`config.mk`:
```
export PLATFORM = sky130hd
export DESIGN_NAME = resize_coef_lut_gen
export DESIGN_NICKNAME = d
export VERILOG_FILES = /design/src/hdl/rclg_pkg.sv /design/src/hdl/rclg_div.sv /design/src/hdl/rclg_seq.sv /design/src/hdl/resize_coef_lut_gen.sv
export VERILOG_INCLUDE_DIRS = /design/src /design/src/hdl
export SDC_FILE = /design/constraint.sdc
export NUM_CORES = 1
export LEC_CHECK = 0
export BUFFER_PORTS_ARGS = -buffer_cell sky130_fd_sc_hd__clkbuf_2
export CAP_MARGIN = 10
export CORE_UTILIZATION = 40
export DETAILED_ROUTE_END_ITERATION = 10
export PLACE_DENSITY = 0.67
export SYNTH_ARGS = -nofsm -noshare
export SYNTH_HDL_FRONTEND = slang
export SYNTH_SLANG_ARGS = --single-unit
export TNS_END_PERCENT = 30
```
`constraint.sdc`:
```
create_clock -name i_clk -period 3.8 [get_ports i_clk]
set_input_delay 0.95 -clock i_clk [delete_from_list [all_inputs] [get_ports i_clk]]
set_output_delay 0.95 -clock i_clk [all_outputs]
set_load 0.02 [all_outputs]
```
`src/hdl/assert_macros.svh`:
```
// assertion helpers, clocked on i_clk and held off while i_rst_n is low
`ifndef ASSERT_MACROS_SVH
`define ASSERT_MACROS_SVH

// property must hold at every edge outside reset
`define ASSERT_ALWAYS(lbl, prop, msg) \
    lbl: assert property (@(posedge i_clk) disable iff (!i_rst_n) prop) \
        else $error(msg);

// condition must never be seen outside reset
`define ASSERT_NEVER(lbl, cond, msg) \
    `ASSERT_ALWAYS(lbl, !(cond), msg)

`endif

```
`src/hdl/rclg_pkg.sv`:
```
// ----------------------------------------------------------------------------
// rclg_pkg
// types, constants and microcode program of the resize coefficient generator
// ----------------------------------------------------------------------------
package rclg_pkg;

    localparam int TERM_W = 5;
    localparam int ACC_W  = 12;
    localparam int WGT_W  = 8;
    localparam int WGT_SH = 7;
    localparam int IDX_W  = 5;
    localparam int PC_W   = 4;

    localparam logic [WGT_W-1:0] W_ONE  = 8'd128;
    localparam logic [WGT_W-1:0] W_HALF = 8'd64;
    localparam logic [WGT_W-1:0] W_ZERO = 8'd0;

    typedef logic [PC_W-1:0] t_pc;

    // program addresses
    localparam t_pc ST_IDLE     = 4'd0;
    localparam t_pc ST_CHK      = 4'd1;
    localparam t_pc ST_UP_MOD   = 4'd2;
    localparam t_pc ST_UP_MODW  = 4'd3;
    localparam t_pc ST_UP_WGT   = 4'd4;
    localparam t_pc ST_UP_WGTW  = 4'd5;
    localparam t_pc ST_UP_EMIT  = 4'd6;
    localparam t_pc ST_DN_MOD   = 4'd7;
    localparam t_pc ST_DN_MODW  = 4'd8;
    localparam t_pc ST_DN_WGT   = 4'd9;
    localparam t_pc ST_DN_WGTW  = 4'd10;
    localparam t_pc ST_DN_EMIT  = 4'd11;
    localparam t_pc ST_DN1_EMIT = 4'd12;

    typedef enum logic [2:0] {
        DS_NONE,
        DS_IN,
        DS_TN,
        DS_WUP,
        DS_WDN
    } t_dsrc;

    typedef enum logic [1:0] {
        EM_NONE,
        EM_UP,
        EM_DN,
        EM_DN1
    } t_emit;

    typedef enum logic [2:0] {
        JC_NEXT,
        JC_INPUT,
        JC_DISPATCH,
        JC_ENTRY,
        JC_HOME
    } t_jc;

    typedef struct packed {
        t_dsrc div_src;
        logic  div_wait;
        t_emit emit;
        t_jc   jc;
        t_pc   target;
    } t_ucw;

    typedef struct packed {
        logic in_valid;
        logic is_up;
        logic m_one;
        logic len_zero;
        logic last;
        logic div_busy;
        logic out_stall;
    } t_stat;

    function automatic t_ucw ucode_rom(input t_pc pc);
        t_ucw w;
        w = '{div_src: DS_NONE, div_wait: 1'b0, emit: EM_NONE, jc: JC_NEXT,
              target: ST_IDLE};
        unique case (pc)
            ST_IDLE:     w.jc = JC_INPUT;
            ST_CHK:      w.jc = JC_DISPATCH;
            ST_UP_MOD:   w.div_src = DS_IN;
            ST_UP_MODW:  w.div_wait = 1'b1;
            ST_UP_WGT:   w.div_src = DS_WUP;
            ST_UP_WGTW:  w.div_wait = 1'b1;
            ST_UP_EMIT: begin
                w.emit   = EM_UP;
                w.jc     = JC_ENTRY;
                w.target = ST_UP_MOD;
            end
            ST_DN_MOD:   w.div_src = DS_TN;
            ST_DN_MODW:  w.div_wait = 1'b1;
            ST_DN_WGT:   w.div_src = DS_WDN;
            ST_DN_WGTW:  w.div_wait = 1'b1;
            ST_DN_EMIT: begin
                w.emit   = EM_DN;
                w.jc     = JC_ENTRY;
                w.target = ST_DN_MOD;
            end
            ST_DN1_EMIT: begin
                w.emit   = EM_DN1;
                w.jc     = JC_ENTRY;
                w.target = ST_DN1_EMIT;
            end
            default:     w.jc = JC_HOME;
        endcase
        return w;
    endfunction

endpackage

```
`src/hdl/rclg_div.sv`:
```
// ----------------------------------------------------------------------------
// rclg_div
// restoring divider, one quotient bit per cycle, quotient and remainder
// ----------------------------------------------------------------------------
`include "assert_macros.svh"

module rclg_div
    import rclg_pkg::*;
(
    input  logic              i_clk,
    input  logic              i_rst_n,
    input  logic              i_start,
    input  logic [ACC_W-1:0]  i_dividend,
    input  logic [TERM_W-1:0] i_divisor,
    output logic              o_busy,
    output logic [ACC_W-1:0]  o_quo,
    output logic [TERM_W-1:0] o_rem
);

    localparam int CNT_W = $clog2(ACC_W + 1);

    logic              r_busy, n_busy;
    logic [CNT_W-1:0]  r_cnt, n_cnt;
    logic [ACC_W-1:0]  r_q, n_q;
    logic [TERM_W-1:0] r_rem, n_rem;
    logic [TERM_W-1:0] r_div, n_div;
    logic [TERM_W:0]   w_trial;
    logic [TERM_W:0]   w_diff;

    always_comb begin
        w_trial = {r_rem, r_q[ACC_W-1]};
        w_diff  = w_trial - {1'b0, r_div};
        n_busy  = r_busy;
        n_cnt   = r_cnt;
        n_q     = r_q;
        n_rem   = r_rem;
        n_div   = r_div;
        if (i_start) begin
            n_busy = 1'b1;
            n_cnt  = CNT_W'(ACC_W);
            n_q    = i_dividend;
            n_rem  = '0;
            n_div  = i_divisor;
        end else if (r_busy) begin
            if (w_trial >= {1'b0, r_div}) begin
                n_rem = w_diff[TERM_W-1:0];
                n_q   = {r_q[ACC_W-2:0], 1'b1};
            end else begin
                n_rem = w_trial[TERM_W-1:0];
                n_q   = {r_q[ACC_W-2:0], 1'b0};
            end
            n_cnt  = r_cnt - 1'b1;
            n_busy = (r_cnt != CNT_W'(1));
        end
    end

    always_ff @(posedge i_clk) begin
        if (!i_rst_n) begin
            r_busy <= 1'b0;
            r_cnt  <= '0;
        end else begin
            r_busy <= n_busy;
            r_cnt  <= n_cnt;
        end
        r_q   <= n_q;
        r_rem <= n_rem;
        r_div <= n_div;
    end

    assign o_busy = r_busy;
    assign o_quo  = r_q;
    assign o_rem  = r_rem;

    `ASSERT_NEVER(a_start_busy, i_start && r_busy, "divider started while busy")
    `ASSERT_ALWAYS(a_cnt_busy, r_busy |-> r_cnt != '0, "busy with no bits left")

endmodule

```
`src/hdl/rclg_seq.sv`:
```
// ----------------------------------------------------------------------------
// rclg_seq
// step counter and microcode rom with stall and jump handling
// ----------------------------------------------------------------------------
`include "assert_macros.svh"

module rclg_seq
    import rclg_pkg::*;
(
    input  logic  i_clk,
    input  logic  i_rst_n,
    input  t_stat i_stat,
    output t_ucw  o_ucw,
    output logic  o_go
);

    t_pc  r_pc, n_pc;
    t_ucw w_ucw;
    logic w_go;

    always_comb begin
        w_ucw = ucode_rom(r_pc);
        w_go  = !(w_ucw.div_wait && i_stat.div_busy)
             && !((w_ucw.emit != EM_NONE) && i_stat.out_stall)
             && !((w_ucw.jc == JC_INPUT) && !i_stat.in_valid);
        n_pc  = r_pc;
        if (w_go) begin
            unique case (w_ucw.jc)
                JC_NEXT:  n_pc = r_pc + 1'b1;
                JC_INPUT: n_pc = ST_CHK;
                JC_DISPATCH: begin
                    priority if (i_stat.len_zero) n_pc = ST_IDLE;
                    else if (i_stat.is_up)        n_pc = ST_UP_MOD;
                    else if (i_stat.m_one)        n_pc = ST_DN1_EMIT;
                    else                          n_pc = ST_DN_MOD;
                end
                JC_ENTRY: n_pc = i_stat.last ? ST_IDLE : w_ucw.target;
                JC_HOME:  n_pc = ST_IDLE;
                default:  n_pc = ST_IDLE;
            endcase
        end
    end

    always_ff @(posedge i_clk) begin
        if (!i_rst_n) begin
            r_pc <= ST_IDLE;
        end else begin
            r_pc <= n_pc;
        end
    end

    assign o_ucw = w_ucw;
    assign o_go  = w_go;

    `ASSERT_ALWAYS(a_accept_chk, (w_go && w_ucw.jc == JC_INPUT) |=> r_pc == ST_CHK,
        "accepted item not followed by dispatch")

endmodule

```
`src/hdl/resize_coef_lut_gen.sv`:
```
// each entry takes two passes through the 12-bit serial divider (remainder,
// then weight); a downscale table with M of one needs no division and gives
// one entry per cycle while the output is not stalled
// next item is taken once the last entry sits in the output register
// reset: synchronous active low, returns the program to its idle step
// ----------------------------------------------------------------------------
// resize_coef_lut_gen
// bilinear resize lookup table generator, microcoded over a shared divider
// ----------------------------------------------------------------------------
`include "assert_macros.svh"

module resize_coef_lut_gen
    import rclg_pkg::*;
#(
    parameter int LUT_DEPTH = 20
) (
    input  logic        i_clk,
    input  logic        i_rst_n,
    input  logic        i_s_axis_tvalid,
    output logic        o_s_axis_tready,
    input  logic [15:0] i_s_axis_tdata,   // src_n, dst_m, zero fill
    input  logic        i_s_axis_tuser,   // upscale
    output logic        o_m_axis_tvalid,
    input  logic        i_m_axis_tready,
    output logic [15:0] o_m_axis_tdata,   // entry_index, weight, take_input,
                                          // emit_output, zero fill
    output logic        o_m_axis_tlast    // last_entry
);

    localparam int LEN_W = $clog2(LUT_DEPTH + 1);

    t_ucw w_ucw;
    t_stat w_stat;
    logic w_go;

    logic [TERM_W-1:0] r_n, r_m;
    logic              r_up;
    logic [LEN_W-1:0]  r_len, r_i;
    logic [ACC_W-1:0]  r_in, r_im, r_tn, r_tm, r_xn;

    logic              r_ovalid;
    logic [IDX_W-1:0]  r_oidx;
    logic [WGT_W-1:0]  r_owgt;
    logic              r_otin, r_otout, r_olast;

    logic [TERM_W-1:0] w_in_n, w_in_m;
    logic [TERM_W-1:0] w_len_raw;
    logic [LEN_W-1:0]  w_len;

    logic              w_div_start;
    logic [ACC_W-1:0]  w_dividend;
    logic              w_div_busy;
    logic [ACC_W-1:0]  w_quo;
    logic [TERM_W-1:0] w_rem;

    logic              w_last, w_skip, w_eq, w_noout, w_tin_up;
    logic [ACC_W-1:0]  w_tn1, w_im_next;
    logic [WGT_W-1:0]  w_wgt;
    logic              w_tin, w_tout;

    assign w_in_n = i_s_axis_tdata[4:0];
    assign w_in_m = i_s_axis_tdata[9:5];

    always_comb begin
        if (i_s_axis_tuser) begin
            w_len_raw = w_in_m;
        end else if (w_in_m == '0) begin
            w_len_raw = '0;
        end else begin
            w_len_raw = w_in_n;
        end
        if (32'(w_len_raw) > LUT_DEPTH) begin
            w_len = LEN_W'(LUT_DEPTH);
        end else begin
            w_len = LEN_W'(w_len_raw);
        end
    end

    assign w_last    = (r_i + 1'b1) == r_len;
    assign w_tn1     = r_tn + 1'b1;
    assign w_im_next = r_im + ACC_W'(r_m);
    assign w_skip    = w_tn1 >= w_im_next;
    assign w_eq      = w_tn1 == r_im;
    assign w_noout   = (r_xn + 1'b1) >= w_im_next;
    assign w_tin_up  = r_tm <= r_in;

    assign w_stat = '{
        in_valid:  i_s_axis_tvalid,
        is_up:     r_up,
        m_one:     r_m == TERM_W'(1),
        len_zero:  r_len == '0,
        last:      w_last,
        div_busy:  w_div_busy,
        out_stall: r_ovalid && !i_m_axis_tready
    };

    rclg_seq u_seq (
        .i_clk   (i_clk),
        .i_rst_n (i_rst_n),
        .i_stat  (w_stat),
        .o_ucw   (w_ucw),
        .o_go    (w_go)
    );

    always_comb begin
        unique case (w_ucw.div_src)
            DS_IN:   w_dividend = r_in;
            DS_TN:   w_dividend = r_tn;
            DS_WUP:  w_dividend = ACC_W'(r_m - w_rem) << WGT_SH;
            DS_WDN:  w_dividend = ACC_W'(r_m - 1'b1 - w_rem) << WGT_SH;
            default: w_dividend = '0;
        endcase
        w_div_start = w_go && (w_ucw.div_src != DS_NONE);
    end

    rclg_div u_div (
        .i_clk      (i_clk),
        .i_rst_n    (i_rst_n),
        .i_start    (w_div_start),
        .i_dividend (w_dividend),
        .i_divisor  (r_m),
        .o_busy     (w_div_busy),
        .o_quo      (w_quo),
        .o_rem      (w_rem)
    );

    always_comb begin
        unique case (w_ucw.emit)
            EM_UP: begin
                w_wgt  = w_quo[WGT_W-1:0];
                w_tin  = w_tin_up;
                w_tout = 1'b1;
            end
            EM_DN: begin
                priority if (w_skip) w_wgt = W_ZERO;
                else if (w_eq)       w_wgt = W_ONE;
                else                 w_wgt = w_quo[WGT_W-1:0];
                w_tin  = 1'b1;
                w_tout = !w_noout;
            end
            EM_DN1: begin
                w_wgt  = (r_i == '0) ? W_HALF : W_ZERO;
                w_tin  = 1'b1;
                w_tout = (r_i == '0);
            end
            default: begin
                w_wgt  = W_ZERO;
                w_tin  = 1'b0;
                w_tout = 1'b0;
            end
        endcase
    end

    always_ff @(posedge i_clk) begin
        if (w_go && w_ucw.jc == JC_INPUT) begin
            r_n   <= w_in_n;
            r_m   <= w_in_m;
            r_up  <= i_s_axis_tuser;
            r_len <= w_len;
            r_i   <= '0;
            r_in  <= '0;
            r_im  <= '0;
            r_tn  <= '0;
            r_tm  <= '0;
            r_xn  <= '0;
        end else if (w_go && w_ucw.emit != EM_NONE) begin
            r_i  <= r_i + 1'b1;
            r_in <= r_in + ACC_W'(r_n);
            r_im <= w_im_next;
            if (w_ucw.emit == EM_UP && w_tin_up) begin
                r_tm <= r_tm + ACC_W'(r_m);
            end
            if (w_ucw.emit == EM_DN && !w_skip) begin
                r_tn <= r_tn + ACC_W'(r_n);
            end
            if (w_ucw.emit == EM_DN && !w_noout) begin
                r_xn <= r_xn + ACC_W'(r_n);
            end
        end
    end

    // output register
    always_ff @(posedge i_clk) begin
        if (!i_rst_n) begin
            r_ovalid <= 1'b0;
        end else if (w_go && w_ucw.emit != EM_NONE) begin
            r_ovalid <= 1'b1;
        end else if (i_m_axis_tready) begin
            r_ovalid <= 1'b0;
        end
        if (w_go && w_ucw.emit != EM_NONE) begin
            r_oidx  <= IDX_W'(r_i);
            r_owgt  <= w_wgt;
            r_otin  <= w_tin;
            r_otout <= w_tout;
            r_olast <= w_last;
        end
    end

    assign o_s_axis_tready = (w_ucw.jc == JC_INPUT);
    assign o_m_axis_tvalid = r_ovalid;
    assign o_m_axis_tdata  = {1'b0, r_otout, r_otin, r_owgt, r_oidx};
    assign o_m_axis_tlast  = r_olast;

    `ASSERT_ALWAYS(a_idx_range, (w_go && w_ucw.emit != EM_NONE) |-> r_i < r_len,
        "entry issued past end of table")
    `ASSERT_NEVER(a_emit_up_mode, w_go && w_ucw.emit == EM_UP && !r_up,
        "upscale entry issued for a downscale table")

endmodule
```
==> results of run 1 <==
logic make-up after synthesis:
family                     count (synthesis)  synth area share
and+or+nand+nor                          311            0.1788
AOI/OAI and AO/OA                        240            0.1846
DFF                                      129            0.3556
buffers and inverters                    107           0.05184
adders and majority gates                 85            0.1300
xor gates and xnor gates                  80           0.08109
muxes                                     15           0.01752
other                                      1         0.0004340
registers in the layout (all words and copies together) (netlist names), 8 cells and up:
signal	cells
r_im	12
r_tn	12
u_div.o_quo	12
r_tm	12
r_owgt	8
r_in	12
r_xn	12
metal layers:
metal	GRT usage	wire [um]	vias to the layer above
met4	0.07806	508	0
met5	0	0	-
li1	-	-	3553
met1	0.2567	9902	3306
met2	0.3019	9357	131
met3	0.03242	731	35
final timing paths:
check	from	to	slack, ns
max	r_m[0]	r_xn[10]	0.13
min	r_xn[11]	r_xn[11]	0.48
max reg2reg	r_m[0]	r_xn[10]	0.13
min reg2reg	r_xn[11]	r_xn[11]	0.48
where the power goes:
group	total [mW]	internal (mW)	switching [mW]
registers	1.97	1.76	0.210
logic	2.13	0.847	1.29
clock network	1.59	0.949	0.643
worst max-delay path: stages (launching register included):
cell and delay (ns):
edfxtp_1 0.42, ha_2 0.22, fa_2 0.34, a21o_1 0.21, buf_4 0.13, a22o_2 0.24
and3_1 0.22, xnor2_2 0.17, ha_2 0.22, a211o_1 0.26, a31oi_2 0.17, a221oi_2 0.09
o21a_2 0.26, or4_1 0.51, a21oi_1 0.14
layout make-up:
| cell class | instances | area share |
|---|---|---|
| inverters | 60 | 0.02259 |
| clock inverters | 11 | 0.007279 |
| clock buffers | 21 | 0.05058 |
| multi-input cells | 733 | 0.5279 |
| flip-flops and latches | 129 | 0.3082 |
| repair buffers | 73 | 0.04895 |
| well taps | 275 | 0.03451 |
repair_timing:
item                       in CTS  in global routing
setup buffers                   0                  6
hold buffers                    0                  0
gates cloned                    0                  1
pin swaps                       0                 15
gates resized for setup         2                 23
hold endpoints to repair        0                  0
setup endpoints to repair       8                 32
placed cells by master (no fill, tap or decap), drive strengths merged, types with 5 or more instances in the layout:
cell,netlist,final
a211o,5,5
a211oi,10,10
a21o,24,24
a21oi,78,78
a221oi,5,5
a22oi,8,8
and2,14,14
and3,6,6
buf,27,41
clkbuf,20,53
clkinv,0,7
dfxtp,80,80
edfxtp,49,49
fa,8,8
ha,77,77
inv,60,63
mux2i,14,14
nand2,75,75
nand2b,17,17
nand3,26,26
nand4,9,9
nor2,85,85
nor2b,13,13
nor3,24,24
nor4,11,11
o211ai,10,11
o21a,11,11
o21ai,41,41
o21bai,7,7
o31ai,9,9
or2,5,5
or3,9,9
or4,8,8
xnor2,46,46
xor2,34,34
metrics by stage:
step,TNS [ns],worst slack (ns)
finish,0,0.1313
global route,-0.1005,-0.03833
CTS,0,0.002686
detailed placement,-0.1254,-0.02510
global placement,0,0.02613
floorplan,0,0.1785
==> metrics.txt, run 1 <==
Hold Vio Cnt, Final 0; most common cell in the synthesized netlist nor2_1; Yosys cell types 75; Core ar. 21090 um2; final routed DRC violation total 0; die area 22190 um2; fillcell total 2038; synthesized flop and latch total 129; Max Slew Vio Count 0; Multi-input gate area 5263 um2; EDFF count, synth 49; sequential element share of the synthesized area 0.3556; worst hold path cell count 2; Synth top cells by count 85 x nor2_1, 80 x dfxtp_1, 77 x ha_1, 75 x a21oi_1, 74 x nand2_1; register area 3073 um2; Clock Tree Buf Depth 2; area delta synth->final 15.38%; status finished clean; Least-Margin Pin Slew ~0.76 ns; die width about 150 um; Synth Flop Type dfxtp_1; CTS H-tree lvls 4; CTS tree done; Max Clock Freq 272.6 MHz; crit path kind reg2reg; Clock Skews ~0.011 ns; fin nets 1120; Tmin final 3.669 ns; clk sink count between 100 and 150; crit path DAT ~4.0 ns; antenna diode count 0; MaxCap Viol Count 0; GRT Total Usage 0.1907; Mapped Cells ~970; vias per cell between 5 and 6; Worst-path clk slew 0.06 ns; total grt overflow 0; Initial Util 0.4098; largest fanout on the critical path 7; post-synth design cell area 8641 um2; ys async rst share 0; Synth top area share 0.1853; Avg WL per Cell 15.75 um; leakage power 4.047 nW; first-pass GRT wire length 33.26 mm; total CTS buffers 17; main area contributors after synthesis dfxtp_1 19%, edfxtp_1 17%, ha_1 11%, xnor2_1 4.7%, a21oi_1 4.3%; dpl hpwl 14.89 mm; Rows 53; vias in the first global route between 6k and 7k; reg2reg path depth 14; placed cell areas between 9000 and 10000 um2; Tcrit/Tclk final 0.9654; Top-Level Pins 40; Tot Pwr ~5.7 mW; DR iter-0 viols between 300 and 400; type of the worst min-delay path reg2reg; DIE HEIGHT 149.0 um; Min Hold Slack roughly 0.48 ns; final setup fails 0; Finished Layout Cells 1302; DR pass1 iterations 5; cell type contributing the most total cell area after synthesis dfxtp_1; post-route cell area 9970 um2; Avg Synthesized Cell Area 8.926 um2; placed cells 1263; CP required 4.16 ns; synth warn 0; syn nets 1074; RePlAce Congestion 0.8593; port buffer count 32; Worst slew margin 0.4903; Util after Layout 0.4728; Routed WL 20.50 mm; pin count of the biggest net entering global routing 59; share of cells above drive strength 1 0.1451; crit end category flop; routed via count 7025; clk_lat worst skew approximately 0.43 ns; Setup crit start kind flop; clock root cell clkbuf_16; PD cells 571.6 nW/um2; Worst IR Drop VDD 337.9 uV; DRT antenna net count 0; initial antenna violation count 0
Power figures use the tool's default switching activity.
==> inputs of run 2 (changes only) <==
- clock period: 3.8 -> 3.2 ns (I/O delays scaled with it)
==> run 2 against run 1 <==
The run now ends with setup timing left. Worst hold slack better by 0.0024 ns. Clock skew up 0.0023 ns. Total power up 26%. Utilization up 2.6 points. Register-to-register slack worse by 0.52 ns. Combinational power up 29%. Critical path depth up 5. Largest power group unchanged. Worst setup slack worse by 0.52 ns. Fmax up 2.2%. Highest routed layer unchanged. First-iteration DRC count up 14%. Clock power up 34%.
==> metrics.txt, run 2 (same netlist as run 1, synthesis figures left out) <==
fin nets 1156; first-pass GRT wire length approximately 34 mm; largest fanout on the critical path 6; CTS tree done; routed via count ~7.3k; unrepaired setup endpoints after global routing yes; total CTS buffers 17; post-route cell area 10520 um2; most frequent cells in the layout 85 x nor2_1, 80 x dfxtp_1, 74 x nand2_1; CP required 3.49 ns; DR iter-0 viols 420; TNS Setup -9.375 ns; type of the worst min-delay path reg2reg; Core ar. approximately 21000 um2; Worst slew margin 0.5613; Hold Vio Cnt, Final 0; status finished with violations; final routed DRC violation total 0; CTS H-tree lvls 4; Least-Margin Pin Slew 0.6581 ns; placed cell areas 9493 um2; Max Slew Vio Count 0; Routed WL 20.79 mm; setup slack after layout -0.3913 ns; Rows 53; Tot Pwr roughly 7.2 mW; antenna diode count 0; clk sink count around 130; total grt overflow 0; Max Clock Freq 278.4 MHz; Avg WL per Cell 15.54 um; crit end category flop; MaxCap Viol Count 0; Tmin final 3.591 ns; pin count of the biggest net entering global routing 71; Clock Tree Buf Depth 2; area delta synth->final 21.75%; vias in the first global route 6886; Worst IR Drop VDD 401.4 uV; port buffer count 32; Tcrit/Tclk final 1.122; share of cells above drive strength 1 0.1966; R2R Setup Slk -0.39 ns; Clock Skews 0.01331 ns; DR pass1 iterations 5; GRT Total Usage 0.1949; Worst-path clk slew 0.06 ns; initial antenna violation count 0; dpl hpwl 15.15 mm; clk_lat worst skew approximately 0.43 ns; Hold-fix buffers, CTS 0; Initial Util 0.4098; clock root cell clkbuf_16; die area about 22000 um2; DRT antenna net count 0; RePlAce Congestion about 0.85; commonest non-fill, non-tap cell in the layout nor2_1; Top-Level Pins 40; final setup fails 33; Setup crit start kind flop; failing checks setup timing; vias per cell 5.436; fillcell total 1953; crit path DAT about 3.9 ns; leakage power 4.311 nW; die width 149.0 um; crit path kind reg2reg; PD cells 683.0 nW/um2; DIE HEIGHT about 150 um
[run 2: changes by cell type in the layout (fill, tap and decap cells not counted), sizes merged]
cell / delta
clkinv: -2
o211ai: -1
bufinv: +4
buf: +37
clkbuf: -3
clkinvlp: +1
[run 2: critical path, cell delays in order (launching register included)]
cell,delay [ns]
edfxtp_1,0.45
ha_4,0.30
a21o_1,0.12
a21oi_2,0.06
o21bai_1,0.17
a21oi_2,0.10
buf_4,0.16
nor3_4,0.24
and3_4,0.26
xnor2_4,0.09
ha_4,0.29
o2111ai_4,0.09
a21oi_2,0.13
a21oi_2,0.09
o211ai_4,0.28
buf_6,0.17
buf_6,0.13
buf_4,0.11
mux2i_1,0.17
nor2_1,0.05
[run 2: final cells by class]
cell class              instances  area, um2  share of cell area
clock buffers                  18      439.2             0.04175
inverters                      60      225.2             0.02141
clock inverters                14      203.9             0.01939
flip-flops and latches        129       3073              0.2921
multi-input cells             732       5443              0.5174
well taps                     275      344.1             0.03271
repair buffers                110      792.0             0.07529
[run 2: worst paths after layout]
path / start / end / cells after the start
setup / recovery: r_m[1] / r_tn[2] / 19
hold reg to reg: r_tm[11] / r_tm[11] / 2
setup reg to reg: r_m[1] / r_tn[2] / 19
hold / removal: r_tm[11] / r_tm[11] / 2
[run 2: where the power goes]
| part | switching, mW | internal [mW] |
|---|---|---|
| clock | 0.791 | 1.34 |
| sequential | 0.227 | 2.09 |
| combinational | 1.61 | 1.13 |
| total | 2.63 | 4.56 |
[run 2: through the flow]
stage                     worst slack (ns)  hold WS, ns  instances    util
after floorplan                    -0.1448       0.4532        968       -
after global placement             -0.3390       0.4654       1294  0.4502
after detailed placement           -0.4220       0.4792       1294  0.4502
after CTS                          -0.2939       0.4892       1329  0.4851
after global routing               -0.5750       0.5029       1338  0.4989
final                              -0.3913       0.4863       1338  0.4989
[run 2: routing by layer]
layer	vias to the layer above	GRT usage	routed length, um
li1	3625	-	-
met4	0	0.07398	430
met1	3477	0.2594	9831
met5	-	0	0
met2	145	0.3153	9623
met3	27	0.03242	905
[run 2: repair_timing]
action | 4_1_cts | 5_1_grt
gates cloned | 0 | 0
resized for setup | 18 | 37
pin swaps | 9 | 29
setup buffers | 3 | 9
setup endpoints to repair | 33 | 33
==> inputs of run 3 (changes only) <==
- ABC_AREA: default -> 1
- REMOVE_ABC_BUFFERS: default -> 1
==> run 3 against run 2 <==
The flow now finishes without violations. Global-route usage grew 0.059 points. Non-clock buffer count shrank 54. Sequential power shrank 8%. Via count grew 8.7%. Flip-flop and latch count is the same. Routed wire length grew 5.1%. Final cell count grew 16%. Total power shrank 14%. Design area shrank 2.7%. Worst setup slack gained 0.59 ns. Largest power group is now registers.
==> metrics.txt, run 3 <==
unrepaired setup endpoints after global routing yes; fillcell total 2132; share of cells above drive strength 1 0.1110; type of the worst min-delay path reg2reg; reg2reg path depth 17; die area roughly 23000 um2; Min Hold Slack 0.4680 ns; Worst-path clk slew roughly 0.06 ns; GRT Total Usage 0.1955; CTS H-tree lvls 4; port buffer count 32; post-route cell area 10240 um2; Finished Layout Cells 1550; clock root cell clkbuf_16; most common cell in the synthesized netlist nand2_1; clk sink count 129; Max Slew Vio Count 0; MaxCap Viol Count 0; crit path capture r_xn[3]; largest fanout on the critical path 7; Avg WL per Cell roughly 14 um; Top-Level Pins 40; most frequent cells in the layout 261 x nand2_1, 173 x inv_1, 97 x a21oi_1; leakage power 4.483 nW; Synth top cells by count 261 x nand2_1, 175 x inv_1, 99 x a21oi_1, 93 x nor2_1, 80 x dfxtp_1; final routed DRC violation total 0; vias in the first global route 7519; total CTS buffers 17; worst r2r src r_m[4]; post-synth design cell area about 9000 um2; Clock Tree Buf Depth 2; Tcrit/Tclk final 0.9387; Core ar. 21960 um2; antenna diode count 0; RePlAce Congestion 0.8851; placed cell areas 9557 um2; synth warn 0; cell type contributing the most total cell area after synthesis dfxtp_1; Worst IR Drop VDD 379.5 uV; area delta synth->final 13.52%; clk_lat worst skew around 0.43 ns; Clock Skews 0.005675 ns; placed cells 1516; sequential element share of the synthesized area 0.3408; Max Clock Freq 332.9 MHz; initial antenna violation count 0; fin nets 1363; die width 152.1 um; crit path kind reg2reg; PD cells around 600 nW/um2; Worst slew margin 0.4700; critical path startpoint r_m[4]; synthesized flop and latch total between 100 and 150; DR iter-0 viols 524; Synth Flop Type dfxtp_1; final setup fails 0; routed via count approximately 7.9k; vias per cell between 5 and 6; pin count of the biggest net entering global routing 46; setup slack after layout 0.1962 ns; DIE HEIGHT 152.1 um; status finished clean; register area 3073 um2; Mapped Cells 1213; Hold Vio Cnt, Final 0; R2R Setup Slk 0.20 ns; dpl hpwl 16.69 mm; Least-Margin Pin Slew 0.7938 ns; commonest non-fill, non-tap cell in the layout nand2_1; Initial Util 0.4107; Setup crit start kind flop; Avg Synthesized Cell Area 7.434 um2; Rows 54; CTS tree done; ys async rst share 0; Reg2Reg Capture Point r_xn[3]; TNS Setup 0 ns; dpl ws -0.03510 ns; total grt overflow 0; crit path DAT 3.31 ns; EDFF count, synth 49; CP required 3.51 ns; DR pass1 iterations 5; Yosys cell types between 40 and 50; DRT antenna net count 0; Synth top area share 0.1776; crit end category flop; first-pass GRT wire length 36.65 mm; Multi-input gate area roughly 5200 um2; Routed WL 21.86 mm; Hold-fix buffers, CTS 0; Tmin final 3.004 ns; main area contributors after synthesis dfxtp_1 18%, edfxtp_1 16%, nand2_1 11%, ha_1 11%, inv_1 7.3%
run 3: cell count changes in the layout (fill, tap and decap cells not counted), sizes merged, moves of 14 or more:
cell    previous run  this run
nor2              85       104
xnor2             46        13
inv               63       186
buf               78        24
a21oi             78        99
nand2b            17         0
nand3             26        65
nand2             75       269
a21o              24         1
nand4              9        29
mux2i             14         0
xor2              34        52
o21ai             41        91
run 3: worst min-delay path by stage:
stage          depth (start not counted)  startpoint        to
3_3_place_gp                           2    r_tm[11]  r_tm[11]
6_report                               2    r_tm[11]  r_tm[11]
2_1_floorplan                          2    r_tm[11]  r_tm[11]
5_1_grt                                2    r_tm[11]  r_tm[11]
3_5_place_dp                           2    r_tm[11]  r_tm[11]
4_1_cts                                2    r_tm[11]  r_tm[11]
run 3: layer usage:
metal / GRT usage / wire, um / up-vias
met1: 0.2587 / 10390 / 3663
met5: 0 / 0 / -
met2: 0.3270 / 10230 / 145
li1: - / - / 4078
met4: 0.04859 / 273 / 0
met3: 0.03754 / 961 / 19
run 3: critical path, stage by stage, from the launching register on:
cell and delay (ns):
edfxtp_1 0.46, ha_4 0.31, nand2_1 0.06, o21ai_1 0.16, a21oi_2 0.07, nor2_2 0.13, nand3_2 0.12, nor3_2 0.15
xor2_1 0.22, buf_4 0.16, ha_1 0.24, nand3_1 0.09, nand2_1 0.06, nor2_2 0.23, buf_4 0.20, nand4_1 0.09
nand2_1 0.08, nor2_1 0.03
run 3: what timing repair did:
action	4_1_cts	5_1_grt
resized for setup	1	14
setup endpoints to repair	6	33
cloned	0	1
setup buffers	0	1
pin swaps	0	2
run 3: cells by family after synthesis:
group | share of synthesized area
simple gates | 0.2463
compound gates | 0.1290
buf+inv | 0.09574
flops | 0.3408
fa+ha+maj | 0.1246
xor+xnor | 0.06313
other cells | 0.0004159
run 3: through the flow:
| stage | util | total power, mW |
|---|---|---|
| after global placement | 0.4352 | 4.130 |
| after detailed placement | 0.4352 | 4.167 |
| after floorplan | - | 3.494 |
| final | 0.4662 | 6.166 |
| after global routing | 0.4662 | 6.545 |
| after CTS | 0.4626 | 6.154 |
run 3: layout make-up:
cell class | instances | share of cell area
Timing Repair Buffer | 56 | 0.03569
Multi-Input combinational cell | 870 | 0.5045
Clock buffer | 19 | 0.04645
Inverter | 183 | 0.06711
Sequential cell | 129 | 0.3002
Clock inverter | 13 | 0.01186
Tap cell | 280 | 0.03423
run 3: report_power, final:
| part | leakage, nW | switching [mW] | internal (mW) |
|---|---|---|---|
| Sequential | 1.07 | 0.174 | 1.96 |
| Combinational | 3.13 | 1.37 | 0.699 |
| Clock | 0.284 | 0.798 | 1.17 |
